## src/rtl/core/vp8_coefficient_quantizer_defines.svh

```systemverilog
// ---------------------------------------------------------------------------
// VP8 coefficient quantizer assertion macros
// Concurrent check wrappers, compiled out for synthesis.
// ---------------------------------------------------------------------------
`ifndef VP8_COEFFICIENT_QUANTIZER_DEFINES_SVH
`define VP8_COEFFICIENT_QUANTIZER_DEFINES_SVH

`ifndef SYNTHESIS
// Condition must hold at every clock edge outside reset.
`define VCQ_ASSERT_ALWAYS(lbl, clk, rst_n, cond) \
    lbl: assert property (@(posedge clk) disable iff (!rst_n) (cond)) \
        else $error("vcq: invariant violated");
// Antecedent at one edge requires the consequent at the next edge.
`define VCQ_ASSERT_NEXT(lbl, clk, rst_n, ante, cons) \
    lbl: assert property (@(posedge clk) disable iff (!rst_n) (ante) |=> (cons)) \
        else $error("vcq: sequence check failed");
`else
`define VCQ_ASSERT_ALWAYS(lbl, clk, rst_n, cond)
`define VCQ_ASSERT_NEXT(lbl, clk, rst_n, ante, cons)
`endif

`endif

```

## src/rtl/core/vcq_pkg.sv

```systemverilog
// ---------------------------------------------------------------------------
// VP8 coefficient quantizer package
// Widths, macroblock layout constants, register codes and cell payload type.
// ---------------------------------------------------------------------------
package vcq_pkg;

    localparam int COEF_W    = 16;
    localparam int STEP_W    = 9;
    localparam int POS_W     = 9;
    localparam int CFG_IDX_W = 3;
    localparam int CFG_DAT_W = 16;

    // One division cell per quotient bit.
    localparam int DIV_STEPS = COEF_W;

    localparam logic [POS_W-1:0] MB_COEF_COUNT = POS_W'(16 + (16 * 16) + (4 * 16) + (4 * 16));
    localparam logic [POS_W-1:0] Y2_END        = POS_W'(16);
    localparam logic [POS_W-1:0] LUMA_END      = POS_W'(16 + (16 * 16));
    localparam logic [POS_W-1:0] LAST_POS      = MB_COEF_COUNT - POS_W'(1);

    typedef enum logic [CFG_IDX_W-1:0] {
        REG_Y2_DC     = 3'd0,
        REG_Y2_AC     = 3'd1,
        REG_LUMA_DC   = 3'd2,
        REG_LUMA_AC   = 3'd3,
        REG_CHROMA_DC = 3'd4,
        REG_CHROMA_AC = 3'd5
    } reg_index_t;

    typedef struct packed {
        logic [STEP_W-1:0] y2_dc;
        logic [STEP_W-1:0] y2_ac;
        logic [STEP_W-1:0] luma_dc;
        logic [STEP_W-1:0] luma_ac;
        logic [STEP_W-1:0] chroma_dc;
        logic [STEP_W-1:0] chroma_ac;
    } step_set_t;

    // Payload handed from cell to cell. work holds the not yet consumed
    // dividend bits in its upper part and the quotient bits in its lower part.
    typedef struct packed {
        logic              neg;
        logic              last;
        logic [STEP_W-1:0] step;
        logic [STEP_W-1:0] rem;
        logic [COEF_W-1:0] work;
    } cell_data_t;

endpackage

```

## src/rtl/core/vcq_prep.sv

```systemverilog
// ---------------------------------------------------------------------------
// VP8 coefficient quantizer input stage
// Picks the step for the current position, takes the magnitude and adds the
// rounding offset; registers the seed for the division chain.
// ---------------------------------------------------------------------------
module vcq_prep
    import vcq_pkg::*;
(
    input  logic              clk,
    input  logic              rst_n,
    input  logic              advance,
    input  logic              in_valid,
    input  logic [COEF_W-1:0] coefficient,
    input  logic [POS_W-1:0]  position,
    input  step_set_t         steps,
    output logic              out_valid,
    output cell_data_t        out_data
);

    logic              valid_reg;
    logic              valid_next;
    cell_data_t        data_reg;
    cell_data_t        data_next;
    logic              is_dc;
    logic [STEP_W-1:0] raw_step;
    logic [STEP_W-1:0] step;
    logic [COEF_W-1:0] mag;

    always_comb
    begin
        is_dc = (position[3:0] == 4'd0);
        if (position < Y2_END)
        begin
            raw_step = is_dc ? steps.y2_dc : steps.y2_ac;
        end
        else if (position < LUMA_END)
        begin
            raw_step = is_dc ? steps.luma_dc : steps.luma_ac;
        end
        else
        begin
            raw_step = is_dc ? steps.chroma_dc : steps.chroma_ac;
        end
        // A zero step behaves as a step of one.
        step = (raw_step == '0) ? STEP_W'(1) : raw_step;

        // Most negative input maps to 0x8000, which is its true magnitude.
        mag = coefficient[COEF_W-1] ? (~coefficient + COEF_W'(1)) : coefficient;

        data_next.neg  = coefficient[COEF_W-1];
        data_next.last = (position == LAST_POS);
        data_next.step = step;
        data_next.rem  = '0;
        data_next.work = mag + COEF_W'(step[STEP_W-1:1]);

        valid_next = advance ? in_valid : valid_reg;
    end

    always_ff @(posedge clk or negedge rst_n)
    begin
        if (!rst_n)
        begin
            valid_reg <= 1'b0;
        end
        else
        begin
            valid_reg <= valid_next;
        end
    end

    always_ff @(posedge clk)
    begin
        if (advance)
        begin
            data_reg <= data_next;
        end
    end

    assign out_valid = valid_reg;
    assign out_data  = data_reg;

endmodule

```

## src/rtl/core/vcq_div_cell.sv

```systemverilog
// ---------------------------------------------------------------------------
// VP8 coefficient quantizer division cell
// One restoring division step: brings down one dividend bit, compares the
// partial remainder with the step and shifts in one quotient bit.
// ---------------------------------------------------------------------------
module vcq_div_cell
    import vcq_pkg::*;
(
    input  logic       clk,
    input  logic       rst_n,
    input  logic       advance,
    input  logic       in_valid,
    input  cell_data_t in_data,
    output logic       out_valid,
    output cell_data_t out_data
);

    logic              valid_reg;
    logic              valid_next;
    cell_data_t        data_reg;
    cell_data_t        data_next;
    logic [STEP_W:0]   trial;
    logic [STEP_W:0]   diff;
    logic              fits;

    always_comb
    begin
        trial = {in_data.rem, in_data.work[COEF_W-1]};
        diff  = trial - {1'b0, in_data.step};
        fits  = (trial >= {1'b0, in_data.step});

        data_next      = in_data;
        // Either way the new remainder stays below the step, so 9 bits hold it.
        data_next.rem  = fits ? diff[STEP_W-1:0] : trial[STEP_W-1:0];
        data_next.work = {in_data.work[COEF_W-2:0], fits};

        valid_next = advance ? in_valid : valid_reg;
    end

    always_ff @(posedge clk or negedge rst_n)
    begin
        if (!rst_n)
        begin
            valid_reg <= 1'b0;
        end
        else
        begin
            valid_reg <= valid_next;
        end
    end

    always_ff @(posedge clk)
    begin
        if (advance)
        begin
            data_reg <= data_next;
        end
    end

    assign out_valid = valid_reg;
    assign out_data  = data_reg;

endmodule

```

## src/rtl/core/vp8_coefficient_quantizer.sv

```systemverilog
// ---------------------------------------------------------------------------
// VP8 coefficient quantizer
// Divides each coefficient by the step of its macroblock position, rounding
// half away from zero, through a chain of one-bit division cells.
// ---------------------------------------------------------------------------
//  channel   direction  tdata / data                   side fields
//  s_axis    in         [15:0] coefficient             -
//  m_axis    out        [15:0] quantized               tlast = last_in_macroblock
//  cfg       in         cfg_data[8:0] step             cfg_index selects register
//
//  One coefficient per cycle sustained; the chain holds the input stage, 16
//  division cells (one per quotient bit) and the output register.
//  The whole chain advances only when the output register is empty or taken,
//  so a stalled output holds every stage in place.
//  Reset clears the position counter and loads the default steps.
// ---------------------------------------------------------------------------
`include "vp8_coefficient_quantizer_defines.svh"

module vp8_coefficient_quantizer
    import vcq_pkg::*;
(
    input  logic                 clk,
    input  logic                 rst_n,
    input  logic                 s_tvalid,
    output logic                 s_tready,
    input  logic [COEF_W-1:0]    s_tdata,    // [15:0] coefficient
    output logic                 m_tvalid,
    input  logic                 m_tready,
    output logic [COEF_W-1:0]    m_tdata,    // [15:0] quantized
    output logic                 m_tlast,
    input  logic                 cfg_valid,
    output logic                 cfg_ready,
    input  logic [CFG_IDX_W-1:0] cfg_index,
    input  logic [CFG_DAT_W-1:0] cfg_data
);

    step_set_t         steps_reg;
    step_set_t         steps_next;
    logic [POS_W-1:0]  pos_reg;
    logic [POS_W-1:0]  pos_next;
    logic              m_tvalid_reg;
    logic              m_tvalid_next;
    logic [COEF_W-1:0] m_tdata_reg;
    logic [COEF_W-1:0] m_tdata_next;
    logic              m_tlast_reg;
    logic              m_tlast_next;
    logic              advance;
    logic              in_fire;
    logic [STEP_W-1:0] cfg_step;

    logic              cell_valid [DIV_STEPS+1];
    cell_data_t        cell_data  [DIV_STEPS+1];

    assign advance   = !m_tvalid_reg || m_tready;
    assign s_tready  = advance;
    assign in_fire   = s_tvalid && advance;
    assign cfg_ready = 1'b1;
    assign cfg_step  = cfg_data[STEP_W-1:0];

    // Configuration writes; unknown indexes are dropped.
    always_comb
    begin
        steps_next = steps_reg;
        if (cfg_valid)
        begin
            unique case (cfg_index)
                REG_Y2_DC:     steps_next.y2_dc     = cfg_step;
                REG_Y2_AC:     steps_next.y2_ac     = cfg_step;
                REG_LUMA_DC:   steps_next.luma_dc   = cfg_step;
                REG_LUMA_AC:   steps_next.luma_ac   = cfg_step;
                REG_CHROMA_DC: steps_next.chroma_dc = cfg_step;
                REG_CHROMA_AC: steps_next.chroma_ac = cfg_step;
                default:       steps_next           = steps_reg;
            endcase
        end
    end

    always_comb
    begin
        pos_next = pos_reg;
        if (in_fire)
        begin
            pos_next = (pos_reg == LAST_POS) ? '0 : pos_reg + POS_W'(1);
        end
    end

    vcq_prep u_prep (
        .clk         (clk),
        .rst_n       (rst_n),
        .advance     (advance),
        .in_valid    (s_tvalid),
        .coefficient (s_tdata),
        .position    (pos_reg),
        .steps       (steps_reg),
        .out_valid   (cell_valid[0]),
        .out_data    (cell_data[0])
    );

    for (genvar i = 0; i < DIV_STEPS; i++)
    begin : g_cell
        vcq_div_cell u_cell (
            .clk       (clk),
            .rst_n     (rst_n),
            .advance   (advance),
            .in_valid  (cell_valid[i]),
            .in_data   (cell_data[i]),
            .out_valid (cell_valid[i+1]),
            .out_data  (cell_data[i+1])
        );
    end

    // Apply the sign to the finished quotient.
    always_comb
    begin
        m_tvalid_next = m_tvalid_reg;
        m_tdata_next  = m_tdata_reg;
        m_tlast_next  = m_tlast_reg;
        if (advance)
        begin
            m_tvalid_next = cell_valid[DIV_STEPS];
            m_tdata_next  = cell_data[DIV_STEPS].neg ?
                            (~cell_data[DIV_STEPS].work + COEF_W'(1)) :
                            cell_data[DIV_STEPS].work;
            m_tlast_next  = cell_data[DIV_STEPS].last;
        end
    end

    always_ff @(posedge clk or negedge rst_n)
    begin
        if (!rst_n)
        begin
            steps_reg.y2_dc     <= STEP_W'(8);
            steps_reg.y2_ac     <= STEP_W'(8);
            steps_reg.luma_dc   <= STEP_W'(4);
            steps_reg.luma_ac   <= STEP_W'(4);
            steps_reg.chroma_dc <= STEP_W'(4);
            steps_reg.chroma_ac <= STEP_W'(4);
            pos_reg             <= '0;
            m_tvalid_reg        <= 1'b0;
        end
        else
        begin
            steps_reg    <= steps_next;
            pos_reg      <= pos_next;
            m_tvalid_reg <= m_tvalid_next;
        end
    end

    always_ff @(posedge clk)
    begin
        m_tdata_reg <= m_tdata_next;
        m_tlast_reg <= m_tlast_next;
    end

    assign m_tvalid = m_tvalid_reg;
    assign m_tdata  = m_tdata_reg;
    assign m_tlast  = m_tlast_reg;

    `VCQ_ASSERT_ALWAYS(a_pos_range, clk, rst_n, pos_reg <= LAST_POS)
    `VCQ_ASSERT_NEXT(a_pos_wrap, clk, rst_n, in_fire && (pos_reg == LAST_POS), pos_reg == '0)
    `VCQ_ASSERT_ALWAYS(a_rem_below_step, clk, rst_n,
        !cell_valid[DIV_STEPS] || (cell_data[DIV_STEPS].rem < cell_data[DIV_STEPS].step))

endmodule
```

## config.mk

```make
export PLATFORM = sky130hd
export DESIGN_NAME = vp8_coefficient_quantizer
export DESIGN_NICKNAME = d
export VERILOG_FILES = /design/src/rtl/core/vcq_pkg.sv /design/src/rtl/core/vcq_prep.sv /design/src/rtl/core/vcq_div_cell.sv /design/src/rtl/core/vp8_coefficient_quantizer.sv
export VERILOG_INCLUDE_DIRS = /design/src /design/src/rtl/core
export SDC_FILE = /design/constraint.sdc
export NUM_CORES = 1
export LEC_CHECK = 0
export CORE_MARGIN = 2
export CORE_UTILIZATION = 55
export CTS_CLUSTER_DIAMETER = 150
export DETAILED_ROUTE_END_ITERATION = 16
export DONT_BUFFER_PORTS = 1
export PLACE_DENSITY = 0.7
export RECOVER_POWER = 25
export SLEW_MARGIN = 40
export SYNTH_ARGS = -nofsm -noshare
export SYNTH_HDL_FRONTEND = slang
export SYNTH_SLANG_ARGS = --single-unit
```

## constraint.sdc

```tcl
create_clock -name clk -period 66.5 [get_ports clk]
set_input_delay 6.65 -clock clk [delete_from_list [all_inputs] [get_ports clk]]
set_output_delay 6.65 -clock clk [all_outputs]
set_load 0.01 [all_outputs]
```

# [Word-level counts from Yosys, hierarchy flattened]
# Index checks and enable logic that the tools add are counted.
# W data, S select, Z words.
[word_totals] regBits=683 input_bits=40 out_inout_bits=20 wordCells=192
[classes] addsub=19 n_lt_le_gt_ge=18 eq_ne=6 n_mux=24 bitwise_logic=2 n_reduce_logical=12
[ops] op="$mux W9" n=21
[ops] op="$ge A10 B9 Y1" n=15
[ops] op="$sub A9 B9 Y9" n=14
[ops] op="$add A16 B1 Y16 const B" n=2
[ops] op="$mux W16" n=2
[ops] op="$not A16 Y16" n=2
[ops] op="$add A16 B8 Y16" n=1
[ops] op="$reduce_and A2 Y1" n=6
[ops] op="$add A9 B1 Y9 const B" n=1
[ops] op="$eq A9 B9 Y1 const B" n=1
[ops] op="$ge A1 B9 Y1" n=1
[ops] op="$logic_not A9 Y1" n=1
[ops] op="$lt A9 B5 Y1 const B" n=1
[ops] op="$lt A9 B9 Y1 const B" n=1
[ops] op="$sub A1 B9 Y9" n=1
[ops] op="$eq A3 B2 Y1 const B" n=2
[ops] op="$eq A3 B3 Y1 const B" n=2
[ops] op="$logic_not A4 Y1" n=1
[ops] op="$eq A3 B1 Y1 const B" n=1
[ops] op="$logic_not A3 Y1" n=1
[ops] op="$logic_and A1 B1 Y1" n=1
[ops] op="$logic_not A1 Y1" n=1
[ops] op="$logic_or A1 B1 Y1" n=1
[ops] op="$mux W1" n=1

# [Depth between registers and ports, before layout]
[logic_depth] ltp_word=7 ltp_mapped=17 depth_no_buf=15

# [Cells and area by module]
# A second synthesis with hierarchy kept.
[unflattened] hier_cells=2486 hier_area_um2=34606.9
[modules_own_cells] mod="vcq_div_cell" n_inst=16 cells_each=124 area_per_inst_um2=1790.5 seq_area_each_um2=1106.1
[modules_own_cells] mod="vp8_coefficient_quantizer" n_inst=1 cells_each=231 area_per_inst_um2=3409.5 seq_area_each_um2=2119.5
[modules_own_cells] mod="vcq_prep" n_inst=1 cells_each=271 area_per_inst_um2=2549.9 seq_area_each_um2=835.8

# [Worst setup path after synthesis]
# No wires, ideal clock.
[synth_timing] kind="input to output" start="input m_tready" end="output s_tready" arrival_ps=23645 required_time_ps=59850 slack_ps=36205 cell_stages=5 path_buffers=3 cell_sequence="nor2b_1 -> clkbuf_1 -> inv_1 -> clkbuf_1 -> buf_1"
[synth_via] elab_chain_cells=1
[synth_rtl] element="start, declared" line="vp8_coefficient_quantizer.sv:28" rtl="input logic m_tready,"
[synth_rtl] element="$logic_or A1 B1 Y1" line="vp8_coefficient_quantizer.sv:54" rtl="assign advance = !m_tvalid_reg || m_tready;"
[synth_rtl] element="end, declared" line="vp8_coefficient_quantizer.sv:25" rtl="output logic s_tready,"
# No other way between the ends.

# [Worst setup path after layout]
# Ends and elaborated chain as after synthesis.

==> flow_metrics.env <==
export IMPL_die_height_um=238
export IMPL_vias_per_cell=5.51
export IMPL_clk_latency_ns=0.61
export IMPL_yosysSeqAreaShare_pct=67.0
export IMPL_grt_overflow=0
export IMPL_syn_nets=2231
export IMPL_critPathArrivalTime_ns=7.35
export IMPL_slew_headroom_pct=46.9
export IMPL_clk_pin_slew_ns=0.06
export IMPL_core_area_um2=53900
export IMPL_worst_setup_path_type="in -> out"
export IMPL_yosys_warnings=0
export IMPL_area_delta_synth_final_pct=11.0
export IMPL_firstDrtPassIters=5
export IMPL_hold_buffers=0
export IMPL_cts_tree="built"
export IMPL_fin_crit_sh_pct=21.0
export IMPL_worst_path_largest_cell_delay_ns=0.39
export IMPL_htreeDepth=3
export IMPL_critPathMaxFanout=75
export IMPL_synth_avg_cell_area_um2=14.8
export IMPL_post_dp_hpwl_um=31700
export IMPL_synth_main_ff_cell="edfxtp_1"
export IMPL_avgRoutedWirePerCell_um=16.5
export IMPL_io_buffer_count=0
export IMPL_gp_congestion=0.843
export IMPL_start_util_pct=55.7
export IMPL_drv_cap=0
export IMPL_ys_async_sr_fraction_pct=11.9
export IMPL_clock_path_buffers=3
export IMPL_max_freq_mhz=71.5
export IMPL_clock_skew_ns=0.0220
export IMPL_drc_errors=0
export IMPL_grt_usage_pct=17.1
export IMPL_slowest_stage="inv_8"
export IMPL_cts_sinks=683
export IMPL_clk_root_buffer_cell="clkbuf_16"
export IMPL_vias=15669
export IMPL_ys_ff_latch=683
export IMPL_path_cells="nor2b_1 -> buf_4 -> inv_8"
export IMPL_setup_tns_ns=0
export IMPL_grt_pass1_wl_um=78100
export IMPL_drt_total_wl_um=47000
export IMPL_synth_area_um2=30000
export IMPL_critical_path_required_ns=59.85
export IMPL_n_antenna_cell=0
export IMPL_post_cts_setup_buffer_count=0
export IMPL_maxSlewViolCount=0
export IMPL_startpoint_type="input pin"
export IMPL_largest_reg_flops=558
export IMPL_die_w_um=238
export IMPL_hold_class="reg -> reg"
export IMPL_io_pins=60
export IMPL_synthCells=2027
export IMPL_synth_edf_count=602
export IMPL_nets=2294
export IMPL_final_core_utilization_pct=61.8
export IMPL_core_rowCount=85
export IMPL_drive_gt1_share_pct=14.1
export IMPL_cts_buffers=70
export IMPL_setup_violations=0
export IMPL_cp_end_kind="primary output"
export IMPL_first_global_vias=16050
export IMPL_grt_setup_unrepaired="false"
export IMPL_die_area_um2=56500
export IMPL_final_hold_viol_count=0
export IMPL_ctsResizeCount=0
export IMPL_synth_cell_types=58
export IMPL_status="finished, final reports clean"
export IMPL_min_period_ns=14.00
export IMPL_first_iter_violations=1140
export IMPL_antenna_found_initial=0
export IMPL_ant_nets=0
export IMPL_nFillCells=3917
export IMPL_grt_max_degree=164
export IMPL_tightest_slew_ns=0.796
## kinds of logic after synthesis
logic type	Yosys count	synth area share, %
adder cells (fa/ha/maj)	164	7.21
flip-flops	683	67.0
XOR/XNOR	129	3.76
other	1	0.0125
AO/OA/AOI/OAI	267	5.82
multiplexers	187	7.16
AND/OR/NAND/NOR	377	6.26
buffers and inverters	219	2.78
## area by class of cell
type,count,area (um2),area share (%)
Inverter,197,747,2.24
Clock buffer,81,1810,5.44
Clock inverter,47,543,1.63
Multi-Input combinational cell,1125,9100,27.3
Timing Repair Buffer,13,151,0.454
Sequential cell,683,20100,60.3
Tap cell,696,871,2.61
## layout by cell type (no fill, tap or decap), types with 4 or more instances in the layout
cell type   instances
a31oi_1            16
bufinv_16          10
edfxtp_1          602
nor2b_1            65
nand2_1           102
nor3_1             26
o21a_1              5
clkbuf_16          71
a21oi_1            66
o41ai_1            33
mux2i_1            37
clkinv_8            4
ha_1              149
inv_1             196
a211oi_1           16
clkinv_2           14
a221oi_1            9
clkinv_1           13
or2_2              17
a21o_1             20
dfrtp_1            75
dfstp_2             6
nand4_1            29
nand2b_1            5
o31ai_1            23
nor2_1             95
nand3_1             8
xnor2_1            99
fa_1               15
o21ai_0            60
mux4_2              8
nor4_1              5
xor2_1             30
clkbuf_1           10
buf_4               6
clkinvlp_4          4
mux2_2            142
## per-stage QoR
stage	cell area (um2)	setup slack, ns	instances	hold WS (ns)
6_report	33300	52.50	2842	0.403
5_1_grt	33300	52.44	2842	0.403
4_1_cts	33300	52.50	2840	0.398
3_5_place_dp	30900	52.50	2712	0.405
3_3_place_gp	30900	52.51	2712	0.400
2_1_floorplan	30000	36.20	2027	0.400
## Yosys cell counts, drive strengths merged, types with 3 or more instances
cell type | count | area share (%)
nand4 | 29 | 0.60
nand3 | 8 | 0.13
buf | 7 | 0.13
a221oi | 9 | 0.26
or4 | 5 | 0.15
nor2 | 95 | 1.2
dfrtp | 75 | 6.3
a21boi | 3 | 0.075
nand2b | 5 | 0.10
nor2b | 65 | 1.4
nor4 | 6 | 0.13
clkbuf | 15 | 0.19
ha | 149 | 6.2
edfxtp | 602 | 60
nor3 | 28 | 0.48
nand4b | 3 | 0.088
nor3b | 3 | 0.075
dfstp | 6 | 0.53
mux2 | 142 | 5.3
xnor2 | 99 | 2.9
a21o | 20 | 0.50
o21a | 5 | 0.13
mux2i | 37 | 1.2
a21oi | 66 | 1.1
mux4 | 8 | 0.60
o21ai | 60 | 1.0
inv | 197 | 2.5
a211oi | 16 | 0.40
a31oi | 16 | 0.33
o41ai | 33 | 0.96
fa | 15 | 1.0
o31ai | 24 | 0.62
nand2 | 102 | 1.3
xor2 | 30 | 0.88
nor4bb | 3 | 0.10
or2 | 17 | 0.35
or3 | 3 | 0.063
## metal layers
| layer | GRT usage [%] | share of wire [%] |
|---|---|---|
| met5 | 0 | 0 |
| met4 | 6.00 | 2.7 |
| met3 | 3.55 | 3.4 |
| met2 | 29.6 | 50 |
| met1 | 21.4 | 44 |
## final timing paths
| check | to | slack (ns) | startpoint | depth (start not counted) |
|---|---|---|---|---|
| min | g_cell[0].u_cell.out_data[6]$_DFFE_PN_ | 0.40 | u_prep.out_data[5]$_DFFE_PN_ | 0 |
| min reg2reg | g_cell[0].u_cell.out_data[6]$_DFFE_PN_ | 0.40 | u_prep.out_data[5]$_DFFE_PN_ | 0 |
| max | s_tready | 52.50 | m_tready | 3 |
| max in group asynchronous | steps_reg[20]$_DFFE_PN1P_ | 60.56 | rst_n | 0 |
| max reg2reg | u_prep.out_data[9]$_DFFE_PN_ | 62.17 | pos_reg[0]$_DFFE_PN0P_ | 13 |
| min in group asynchronous | steps_reg[15]$_DFFE_PN0P_ | 5.74 | rst_n | 0 |
## worst max-delay path, delay by kind of cell
family	cells	cell delay [ns]
buffers and inverters	2	0.59
AND/OR/NAND/NOR	1	0.02
Power is not shown: default switching activity piles up to over one toggle a cycle in this logic, so the estimate is an artifact.
